## src/rtl/lc3_pkg.sv

```systemverilog
// Shared types and constants for the LC-3 executor.
// No dependencies.
`default_nettype none
package lc3_pkg;
  localparam int MEM_WORDS = 65536;
  localparam int MEM_AW = $clog2(MEM_WORDS);

  localparam logic [2:0] CMD_WRMEM = 3'd0;
  localparam logic [2:0] CMD_RDMEM = 3'd1;
  localparam logic [2:0] CMD_WRREG = 3'd2;
  localparam logic [2:0] CMD_KEY   = 3'd3;
  localparam logic [2:0] CMD_STEP  = 3'd4;

  localparam logic [3:0] OP_BR  = 4'd0;
  localparam logic [3:0] OP_ADD = 4'd1;
  localparam logic [3:0] OP_LD  = 4'd2;
  localparam logic [3:0] OP_ST  = 4'd3;
  localparam logic [3:0] OP_JSR = 4'd4;
  localparam logic [3:0] OP_AND = 4'd5;
  localparam logic [3:0] OP_LDR = 4'd6;
  localparam logic [3:0] OP_STR = 4'd7;
  localparam logic [3:0] OP_NOT = 4'd9;
  localparam logic [3:0] OP_LDI = 4'd10;
  localparam logic [3:0] OP_STI = 4'd11;
  localparam logic [3:0] OP_JMP = 4'd12;
  localparam logic [3:0] OP_LEA = 4'd14;
  localparam logic [3:0] OP_TRAP = 4'd15;

  localparam logic [15:0] KB_STATUS = 16'hFE00;
  localparam logic [15:0] KB_DATA   = 16'hFE02;
  localparam logic [15:0] KB_READY  = 16'h8000;
  localparam logic [7:0]  HALT_VEC  = 8'h25;
  localparam logic [15:0] PC_RESET  = 16'h3000;

  localparam logic [3:0] REG_PC = 4'd8;
  localparam logic [3:0] REG_FLAGS = 4'd9;

  // memory port source for address
  localparam logic [1:0] MA_IN  = 2'd0;
  localparam logic [1:0] MA_PC  = 2'd1;
  localparam logic [1:0] MA_EA  = 2'd2;
  localparam logic [1:0] MA_RD  = 2'd3;

  typedef struct packed {
    logic       load_in;    // latch request fields
    logic       load_ir;    // latch fetched word as instruction
    logic       mem_re;     // start a memory read
    logic [1:0] mem_asel;
    logic       mem_we;     // write memory
    logic       wdata_reg;  // write data from register DR, else request data
    logic       do_wrreg;   // register write command
    logic       do_key;     // key arrival
    logic       exec;       // execute non-memory part / compute effective address
    logic       load_dr;    // write DR from memory read data
    logic       load_ea;    // latch read data as indirect address
    logic       emit;       // drive result strobe
    logic       rd_result;  // result_data from memory read
  } lc3_cmd_t;

  typedef struct packed {
    logic [2:0] cmd;
    logic [3:0] op;
    logic       stopped;
  } lc3_stat_t;

  function automatic logic [2:0] nzp(input logic [15:0] v);
    if (v == 16'd0) return 3'd2;
    else if (v[15]) return 3'd4;
    else return 3'd1;
  endfunction
endpackage
`default_nettype wire

```

## src/rtl/lc3_control.sv

```systemverilog
// LC-3 sequencer: dispatches requests; steps go fetch, address, access, done.
// Depends on lc3_pkg.
`default_nettype none
module lc3_control (
  input  wire logic              clk,
  input  wire logic              rst_n,
  input  wire logic              start,
  output logic                   busy,
  input  wire lc3_pkg::lc3_stat_t stat,
  output lc3_pkg::lc3_cmd_t      ctl
);
  import lc3_pkg::*;

  localparam logic [2:0] S_IDLE = 3'd0;
  localparam logic [2:0] S_DISP = 3'd1;
  localparam logic [2:0] S_IR   = 3'd2;
  localparam logic [2:0] S_EA   = 3'd3;
  localparam logic [2:0] S_IND  = 3'd4;
  localparam logic [2:0] S_ACC  = 3'd5;
  localparam logic [2:0] S_WB   = 3'd6;
  localparam logic [2:0] S_RES  = 3'd7;

  logic [2:0] state_r, state_nxt;
  logic       is_ld, is_st;

  assign is_ld = stat.op == OP_LD || stat.op == OP_LDR || stat.op == OP_LDI;
  assign is_st = stat.op == OP_ST || stat.op == OP_STR || stat.op == OP_STI;

  always_comb begin
    ctl = '0;
    state_nxt = state_r;
    case (state_r)
      S_IDLE: if (start) begin ctl.load_in = 1'b1; state_nxt = S_DISP; end
      S_DISP: begin
        case (stat.cmd)
          CMD_WRMEM: begin ctl.mem_we = 1'b1; ctl.mem_asel = MA_IN; ctl.emit = 1'b1;
            state_nxt = S_IDLE; end
          CMD_RDMEM: begin ctl.mem_re = 1'b1; ctl.mem_asel = MA_IN; state_nxt = S_RES; end
          CMD_WRREG: begin ctl.do_wrreg = 1'b1; ctl.emit = 1'b1; state_nxt = S_IDLE; end
          CMD_KEY:   begin ctl.do_key = 1'b1; ctl.emit = 1'b1; state_nxt = S_IDLE; end
          CMD_STEP: begin
            if (stat.stopped) begin ctl.emit = 1'b1; state_nxt = S_IDLE; end
            else begin ctl.mem_re = 1'b1; ctl.mem_asel = MA_PC; state_nxt = S_IR; end
          end
          default: begin ctl.emit = 1'b1; state_nxt = S_IDLE; end
        endcase
      end
      S_RES: begin ctl.rd_result = 1'b1; ctl.emit = 1'b1; state_nxt = S_IDLE; end
      S_IR: begin ctl.load_ir = 1'b1; state_nxt = S_EA; end
      S_EA: begin
        ctl.exec = 1'b1;
        if (is_ld || is_st) state_nxt = S_IND;
        else begin ctl.emit = 1'b1; state_nxt = S_IDLE; end
      end
      S_IND: begin
        if (stat.op == OP_LDI || stat.op == OP_STI) begin
          ctl.mem_re = 1'b1; ctl.mem_asel = MA_EA; state_nxt = S_ACC;
        end else if (is_st) begin
          ctl.mem_we = 1'b1; ctl.wdata_reg = 1'b1; ctl.mem_asel = MA_EA;
          ctl.emit = 1'b1; state_nxt = S_IDLE;
        end else begin
          ctl.mem_re = 1'b1; ctl.mem_asel = MA_EA; state_nxt = S_WB;
        end
      end
      S_ACC: begin
        // pointer word is on read data
        if (stat.op == OP_STI) begin
          ctl.mem_we = 1'b1; ctl.wdata_reg = 1'b1; ctl.mem_asel = MA_RD;
          ctl.emit = 1'b1; state_nxt = S_IDLE;
        end else begin
          ctl.mem_re = 1'b1; ctl.mem_asel = MA_RD; state_nxt = S_WB;
        end
      end
      S_WB: begin ctl.load_dr = 1'b1; ctl.emit = 1'b1; state_nxt = S_IDLE; end
      default: state_nxt = S_IDLE;
    endcase
  end

  assign busy = state_r != S_IDLE;

  always_ff @(posedge clk) begin
    if (!rst_n) state_r <= S_IDLE;
    else state_r <= state_nxt;
  end
endmodule
`default_nettype wire

```

## config.mk

```make
export PLATFORM = sky130hd
export DESIGN_NAME = lc3_control
export DESIGN_NICKNAME = d
export VERILOG_FILES = /design/src/rtl/lc3_pkg.sv /design/src/rtl/lc3_control.sv
export SDC_FILE = /design/constraint.sdc
export NUM_CORES = 1
export LEC_CHECK = 0
export BUFFER_PORTS_ARGS = -buffer_cell sky130_fd_sc_hd__buf_4
export CORE_MARGIN = 1.5
export CORE_UTILIZATION = 29
export DETAILED_ROUTE_END_ITERATION = 10
export PLACE_DENSITY_LB_ADDON = 0.25
export SYNTH_ARGS = -nofsm -noshare
export SYNTH_HDL_FRONTEND = slang
export SYNTH_SLANG_ARGS = --single-unit
```

## constraint.sdc

```tcl
create_clock -name clk -period 1.65 [get_ports clk]
set_clock_uncertainty 0.1 [all_clocks]
set_input_delay 0.0825 -clock clk [delete_from_list [all_inputs] [get_ports clk]]
set_output_delay 0.0825 -clock clk [all_outputs]
set_load 0.01 [all_outputs]
```

==> out/results.txt, run 1 <==
Area of the multi-input gates -> 358 um^2
Via count -> 544
Peak VDD IR -> 0.416 mV
Commonest cells after routing, fill and taps aside -> buf_4, nand2_1, nor3b_1, nor2_1, o21ai_0
CTS tree -> done
Final period utilization -> 94.8%
DRT iter0 DRCs -> 4
Leak pwr -> 0.000316 uW
Tot GR Track Use -> 14.4%
CTS Sinks -> 3
Worst skew pair latency -> 250 ps
DP Worst Slack -> 120 ps
Fin util -> 50.0%
Vias in the first global route -> 447
Kind of critical path -> register to output port
Root Driver -> clkbuf_4
Via-to-Cell Ratio -> 5.33
Status -> finished, final reports clean
Largest net degree at the start of global routing -> 16
Arrival time worst endpoint -> 1380 ps
Main flop type after synthesis -> dfxtp_1
Share of layout cells above drive strength 1 -> 43.7%
Worst r2r src -> state_r[1]$_SDFFE_PN0P_
Critical path origin -> state_r[0]$_SDFFE_PN0P_
Final Max Slew Viols -> 0
Die Span X -> 41.8 um
Final non-filler cell total -> 102
Mapped Area -> 437 um^2
Num CTS Buffers -> 3
Setup TNS -> 0 ps
Largest registers -> state_r: 3 flops
Clock Pin Slew Worst Setup and Hold Paths -> 40 ps
FF-to-FF End -> state_r[0]$_SDFFE_PN0P_
Routability cong. -> 0.797
Biggest register -> state_r
Antenna violations before repair -> 0
Worst hold stages -> 3
Die height -> 41.8 um
Hold crit path type -> input port to register
CP Max Fanout -> 14
PwrDens -> 508 nW/um^2
Antenna-violating nets left -> 0
IO Pins -> 26
Reg2Reg Depth -> 3
Synth async-reset ratio -> 0%
Synthesized Nets -> 73
Max FFs per register -> 3
Pre-Repair DR Iteration Count -> 4
Nets -> 99
Initial core utilization -> 32.3%
Number of synthesized flops with an enable pin -> 0
Area grow syn2layout -> 54.4%
Remaining DRCs -> 0
Max Cap Viol -> 0
Synthesis Warnings -> 0
Crit path required time -> 1470 ps
Max Root-Sink Buffers -> 2
Critical Path Source Type -> register
Global route overflow -> 0
Final WS setup -> 85.4 ps
Fmax -> 639 MHz
Critical path capture point type -> output port
Leading cell type in the layout, fill and taps excluded -> buf_4
Final Hold Vio Count -> 0
DRT Wirelength -> 1200 um
Tmin final -> 1560 ps
Crit path to -> ctl[8]
Final non-filler cell area -> 674 um^2
Final HPWL DP -> 852 um
Register area share after synthesis -> 13.8%
Post-DP Area -> 617 um^2
Avg WL per Cell -> 11.8 um
IO buf count -> 24
Site Rows -> 13
Synth unique cells -> 31
H-tree lvl count -> 1
N_diodes -> 0
Fillers -> 151
Final setup viols -> 0
Reg2reg setup slack -> 340 ps
First-pass GRT wire length -> 1940 um
Reg area -> 68.8 um^2
Post-CTS Hold Buffers -> 0
Core ar. -> 1350 um^2
Syn avg cell area -> 7.04 um^2
Synth Instances -> 62
DP Cell Count -> 97
Post-synthesis register bit count -> 3
Die area -> 1750 um^2
[critical path, cell delays in order, from the launching register on]
cell,delay [ps]
dfxtp_4,380
or2_2,330
a21o_1,170
a21oi_1,120
buf_4,130
[how the worst min path moves through the flow]
stage,end,startpoint
after floorplan,ctl[5],stat[7]
after CTS,state_r[0]$_SDFFE_PN0P_,rst_n
after detailed placement,state_r[0]$_SDFFE_PN0P_,rst_n
final,state_r[0]$_SDFFE_PN0P_,rst_n
after global routing,state_r[0]$_SDFFE_PN0P_,rst_n
after global placement,state_r[0]$_SDFFE_PN0P_,rst_n
[layer usage]
layer  up-vias  track usage (%)  wire length (um)
met1       245             19.1               556
met4         0             5.81                13
li1        274                -                 -
met2        23             20.3               519
met5         -                0                 0
met3         2             6.09               112
[cell type report]
cell class	count	share of cell area (%)
repair buffers	26	28.9
flip-flops and latches	3	10.2
multi-input cells	52	53.1
clock buffers	4	3.90
well taps	15	2.78
inverters	2	1.11
[metrics by stage]
| stage | hold WS (ps) | total power (uW) |
|---|---|---|
| finish | 18.3 | 343 |
| floorplan | 115 | 140 |
| global placement | 277 | 191 |
| global route | 18.7 | 369 |
| CTS | 28.8 | 337 |
| detailed placement | 294 | 192 |
[cell usage after synthesis (2+ instances only)]
| cell | count | area, um^2 |
|---|---|---|
| inv_1 | 2 | 7.51 |
| a21o_1 | 2 | 15.0 |
| nand3_1 | 2 | 10.0 |
| nand2_1 | 7 | 26.3 |
| a21oi_1 | 4 | 20.0 |
| and3b_1 | 2 | 17.5 |
| nor3b_1 | 5 | 37.5 |
| nor3b_2 | 2 | 25.0 |
| nor2_1 | 4 | 15.0 |
| buf_2 | 3 | 15.0 |
| dfxtp_1 | 3 | 60.1 |
| nor3_1 | 2 | 10.0 |
| o21ai_0 | 4 | 20.0 |
| nand3b_1 | 3 | 22.5 |
[power by group]
| part | internal, uW | leakage, uW | switching (uW) |
|---|---|---|---|
| sequential | 75.1 | 0.0000264 | 11.1 |
| combinational | 61.6 | 0.000275 | 49.4 |
| clock | 91.6 | 0.0000150 | 53.8 |
| total | 228 | 0.000316 | 114 |
[what timing repair did]
item                                    in CTS  in global routing
endpoints found under the setup margin       5                  7
gates cloned                                 0                  0
resized for setup                            3                  5
pin swaps                                    1                  0
buffers inserted                             0                  1
[cell families (layout without fill, tap and decap cells)]
group                     Yosys count  after routing  share of synthesized area [%]
xor gates and xnor gates            1              1                           2.01
other                               1              1                          0.859
buffers and inverters               7             32                           7.74
DFF                                 3              3                           13.8
and+or+nand+nor                    35             35                           54.2
AOI/OAI and AO/OA                  15             15                           21.5
(Power assumes the default switching activity.)
==> run 2: changes to the inputs <==
- SKIP_LAST_GASP: default -> 1
- clock period: 1.65 -> 1.9 ns (I/O delays scaled with it)
==> out/results.txt, run 2 (synthesized netlist as in run 1, its figures left out) <==
Num CTS Buffers -> 3 (unchanged)
Largest net degree at the start of global routing -> 16 (unchanged)
Nets -> 97 (-2.0%)
Die height -> 41.8 um (unchanged)
IO Pins -> 26 (unchanged)
Status -> finished, final reports clean
N_diodes -> 0 (unchanged)
Clock Pin Slew Worst Setup and Hold Paths -> 40 ps (about the same)
Avg WL per Cell -> 11.7 um (-0.38%)
Vias in the first global route -> 440 (-1.6%)
Pre-Repair DR Iteration Count -> 4 (unchanged)
Biggest register -> state_r
Final Hold Vio Count -> 0 (unchanged)
Tmin final -> 1700 ps
Final Max Slew Viols -> 0 (unchanged)
Share of layout cells above drive strength 1 -> 37.6% (-6.0 points)
Setup TNS -> 0 ps (unchanged)
Hold crit path type -> input port to register
Post-CTS Hold Buffers -> 0 (unchanged)
IO buf count -> 24 (unchanged)
DRT iter0 DRCs -> 13 (+9)
Die Span X -> 41.8 um (unchanged)
First-pass GRT wire length -> 1830 um (-5.7%)
Fin util -> 47.2% (-2.8 points)
Worst skew pair latency -> 240 ps (about the same)
Remaining DRCs -> 0 (unchanged)
Kind of critical path -> register to output port
Root Driver -> clkbuf_4
Leak pwr -> 0.000304 uW (-3.8%)
Antenna-violating nets left -> 0 (unchanged)
Fmax -> 589 MHz
Arrival time worst endpoint -> 1500 ps (+120 ps)
Final setup viols -> 0 (unchanged)
CTS tree -> done
Max Root-Sink Buffers -> 2 (unchanged)
RSZ-0062 raised after global routing -> no
Critical Path Source Type -> register
Final HPWL DP -> 871 um (+2.3%)
CTS Sinks -> 3 (unchanged)
Final period utilization -> 89.4%
PwrDens -> 439 nW/um^2 (-14%)
Global route overflow -> 0 (unchanged)
DP Worst Slack -> 382 ps (+261 ps)
Max Cap Viol -> 0 (unchanged)
Peak VDD IR -> 0.251 mV (-40%)
Die area -> 1750 um^2 (unchanged)
Routability cong. -> 0.789 (-1.1%)
Final WS setup -> 201 ps (+116 ps)
Antenna violations before repair -> 0 (unchanged)
DP Cell Count -> 96 (-1.0%)
Max FFs per register -> 3 (unchanged)
Tot GR Track Use -> 13.3% (-1.1 points)
Largest registers -> state_r: 3 flops
Core ar. -> 1350 um^2 (unchanged)
Crit path required time -> 1700 ps (+230 ps)
DRT Wirelength -> 1170 um (-2.3%)
Fillers -> 158 (+4.6%)
H-tree lvl count -> 1 (unchanged)
Critical path capture point type -> output port
Via count -> 509 (-6.4%)
CP Max Fanout -> 15 (+1)
Via-to-Cell Ratio -> 5.09 (-4.6%)
Site Rows -> 13 (unchanged)
Final non-filler cell total -> 100 (-2.0%)
Area grow syn2layout -> 45.8%
Hold Slack -> 45.5 ps (+27.2 ps)
Leading cell type in the layout, fill and taps excluded -> buf_4
Initial core utilization -> 32.3% (unchanged)
Commonest cells after routing, fill and taps aside -> buf_4, nand2_1, nor3b_1
-- run 2: cell types whose count changed in the layout (fill, tap and decap cells not counted) --
cell	previous run	this run
a21oi_1	3	4
a21oi_2	1	0
buf_4	26	24
dfxtp_1	0	2
dfxtp_4	2	0
nor3b_1	4	5
nor3b_4	1	0
-- run 2: per-stage QoR --
step | area, um^2 | power, uW
3_5_place_dp | 609 | 165
3_3_place_gp | 609 | 163
2_1_floorplan | 437 | 122
5_1_grt | 637 | 297
4_1_cts | 636 | 282
6_report | 637 | 280
-- run 2: layout make-up --
class,instances,area (um^2),share of cell area (%)
Tap cell,15,18.8,2.95
Clock buffer,4,26.3,4.13
Multi-Input combinational cell,52,343,53.8
Timing Repair Buffer,24,180,28.3
Sequential cell,3,61.3,9.63
Inverter,2,7.51,1.18
-- run 2: final timing paths --
check / to / depth (start not counted) / start / slack [ps]
max: ctl[5] / 4 / state_r[1]$_SDFFE_PN0P_ / 200
min reg2reg: state_r[1]$_SDFFE_PN0P_ / 2 / state_r[0]$_SDFFE_PN0P_ / 500
min: state_r[0]$_SDFFE_PN0P_ / 3 / rst_n / 50
max reg2reg: state_r[1]$_SDFFE_PN0P_ / 3 / state_r[2]$_SDFFE_PN0P_ / 500
-- run 2: what timing repair did --
item                                    in CTS  in global routing
gates resized for setup                      0                  1
endpoints found under the setup margin       0                  1
setup buffers                                0                  0
-- run 2: power breakdown --
| part | internal [uW] | switching [uW] | total, uW |
|---|---|---|---|
| Combinational | 47.3 | 41.1 | 88.3 |
| Clock | 78.9 | 36.1 | 115 |
| Sequential | 66.7 | 9.48 | 76.2 |
| Total | 193 | 86.7 | 280 |
-- run 2: worst max-delay path, stage by stage (launching register included) --
cell     delay (ps)
dfxtp_1         440
nor3b_2         370
nand2_1         110
nor3b_1         190
buf_4           150
-- run 2: layer usage --
layer / global-route usage [%] / up-vias / wire length [um]
li1: - / 268 / -
met1: 18.2 / 217 / 555
met2: 18.8 / 24 / 524
met3: 3.04 / 0 / 94
met4: 7.74 / 0 / 0
met5: 0 / - / 0
==> run 3: changes to the inputs <==
- ABC_AREA: default -> 1
- CTS_CLUSTER_DIAMETER: default -> 50
==> out/results.txt, run 3 <==
Status -> finished, final reports clean
Register area share after synthesis -> 15.1% (+1.4 points)
CP cell instances -> inv_1 > nand2_1 > nor2_2 > inv_1 > nor2_1 > nor2_1 > nand3_1 > buf_4
Reg area -> 60.1 um^2 (-2.0%)
Final WS setup -> 347 ps (+146 ps)
PwrDens -> 441 nW/um^2 (+0.39%)
Nets -> 120 (+24%)
Post-synthesis register bit count -> 3 (unchanged)
Synth Instances -> 80 (+29%)
IO Pins -> 26 (unchanged)
DP Worst Slack -> 581 ps (+200 ps)
Crit path max-delay family -> simple AND/OR/NAND/NOR gates
CP max stage delay -> 380 ps (-60 ps)
Clock Pin Slew Worst Setup and Hold Paths -> 40 ps (about the same)
Max Cap Viol -> 0 (unchanged)
Cell taking the most area after synthesis -> nand2_1
Leading cell type in the layout, fill and taps excluded -> buf_4
DRT Wirelength -> 934 um (-20%)
Synthesis Warnings -> 0 (unchanged)
Peak VDD IR -> 0.276 mV (+9.6%)
Synth top area share -> 19.9% (+6.1 points)
H-tree lvl count -> 1 (unchanged)
DRT iter0 DRCs -> 8 (-5)
Avg WL per Cell -> 7.59 um (-35%)
Buf+Inv Stages, Crit Path -> 3 (+2)
First-pass GRT wire length -> 1460 um (-20%)
Final non-filler cell total -> 123 (+23%)
Top cells by area, synth -> nand2_1, inv_1, dfxtp_1
Final period utilization -> 81.7% (-7.7 points)
Max Root-Sink Buffers -> 2 (unchanged)
Remaining DRCs -> 0 (unchanged)
Root Driver -> clkbuf_4
Hold Slack -> 101 ps (+55.4 ps)
Main flop type after synthesis -> dfxtp_1
Biggest register -> state_r
Post-CTS Hold Buffers -> 1 (+1)
Antenna violations before repair -> 0 (unchanged)
Top cells by count, synth -> nand2_1, inv_1, nor2_1
DP Cell Count -> 118 (+23%)
CP max-delay cell -> dfxtp_1
Crit path required time -> 1700 ps (about the same)
Die Span X -> 40.0 um (-4.4%)
Kind of critical path -> register to output port
Initial core utilization -> 30.9% (-1.5 points)
Global route overflow -> 0 (unchanged)
N_diodes -> 0 (unchanged)
Final setup viols -> 0 (unchanged)
Core ar. -> 1280 um^2 (-4.8%)
Tot GR Track Use -> 13.3% (-0.039 points)
Num CTS Buffers -> 3 (unchanged)
Hold crit path type -> input port to register
CTS Sinks -> 3 (unchanged)
Share of layout cells above drive strength 1 -> 28.7% (-8.9 points)
Largest net degree at the start of global routing -> 7 (-9)
Setup TNS -> 0 ps (unchanged)
Fillers -> 145 (-8.2%)
Via count -> 526 (+3.3%)
Largest registers -> state_r: 3 flops
CP Max Fanout -> 5 (-10)
Max FFs per register -> 3 (unchanged)
Post-CTS Resized -> 0 (unchanged)
Commonest cells after routing, fill and taps aside -> buf_4, nand2_1, inv_1
Tmin final -> 1550 ps (-146 ps)
Synthesized Nets -> 91 (+25%)
RSZ-0062 raised after global routing -> no
Routability cong. -> 0.824 (+4.6%)
Synth async-reset ratio -> 0% (unchanged)
Area of the multi-input gates -> 258 um^2 (-25%)
Synth unique cells -> 16 (-48%)
Area grow syn2layout -> 57.4%
Leak pwr -> 0.000397 uW (+31%)
Die height -> 40.0 um (-4.4%)
Number of synthesized flops with an enable pin -> 0 (unchanged)
IO buf count -> 24 (unchanged)
Final Hold Vio Count -> 0 (unchanged)
Die area -> 1600 um^2 (-8.5%)
Arrival time worst endpoint -> 1360 ps (-140 ps)
Worst skew pair latency -> 230 ps (about the same)
Syn avg cell area -> 4.96 um^2 (-30%)
CTS tree -> done
Antenna-violating nets left -> 0 (unchanged)
Critical Path Source Type -> register
Site Rows -> 13 (unchanged)
Via-to-Cell Ratio -> 4.28 (-16%)
Vias in the first global route -> 417 (-5.2%)
Critical path capture point type -> output port
Final HPWL DP -> 825 um (-5.3%)
Final Max Slew Viols -> 0 (unchanged)
Mapped Area -> 397 um^2 (-9.2%)
Fmax -> 644 MHz (+9.4%)
Setup Fix Bufs, Post-CTS -> 0 (unchanged)
Most frequent cell after synthesis -> nand2_1
Pre-Repair DR Iteration Count -> 4 (unchanged)
run 3: cell count changes after synthesis, moves of 5 or more:
cell | previous run | this run
inv_1 | 2 | 19
nand2_1 | 7 | 21
nor2_1 | 4 | 14
nand3_1 | 2 | 10
nor3b_1 | 5 | 0
run 3: path summary, 6_finish.rpt:
kind	start	endpoint	slack, ps	cells after the start
min reg2reg	state_r[1]$_SDFFE_PN0P_	state_r[0]$_SDFFE_PN0P_	590	4
max reg2reg	state_r[1]$_SDFFE_PN0P_	state_r[2]$_SDFFE_PN0P_	740	7
min	start	state_r[0]$_SDFFE_PN0P_	100	5
max	state_r[1]$_SDFFE_PN0P_	ctl[1]	350	8
run 3: routing by layer:
metal	routed length [um]	GRT usage [%]	share of wire, %	vias to the layer above
met3	75	2.78	8.0	0
met5	0	0	0	-
met4	0	5.17	0	0
met2	451	24.2	48	17
li1	-	-	-	294
met1	408	14.7	44	215
run 3: kinds of logic after synthesis:
kind of cell           synth area share (%)
other                                 0.945
buffers and inverters                  19.9
AOI/OAI and AO/OA                      4.41
DFF                                    15.1
and+or+nand+nor                        59.6
run 3: cell type report:
cell class	count	area share [%]
Sequential cell	3	9.62
Tap cell	15	3.01
Multi-Input combinational cell	57	41.3
Inverter	19	11.4
Timing Repair Buffer	25	30.5
Clock buffer	4	4.21
run 3: metrics by stage:
| step | cell area, um^2 | util [%] | power [uW] |
|---|---|---|---|
| floorplan | 397 | - | 123 |
| global placement | 588 | 45.8 | 166 |
| detailed placement | 588 | 45.8 | 167 |
| CTS | 624 | 48.6 | 282 |
| global route | 624 | 48.6 | 296 |
| finish | 624 | 48.6 | 275 |
run 3: power by group:
group | switching [uW] | total, uW | leakage (uW) | internal, uW
Clock | 30.1 | 109 | 0.0000150 | 78.5
Sequential | 5.50 | 72.6 | 0.0000245 | 67.1
Combinational | 48.9 | 94.0 | 0.000358 | 45.1
run 3: tightest hold or removal path, cell delays in order:
cell and delay [ps]:
buf_4 100, inv_1 40, nor2_1 50, nand2_1 50
nand2_1 40
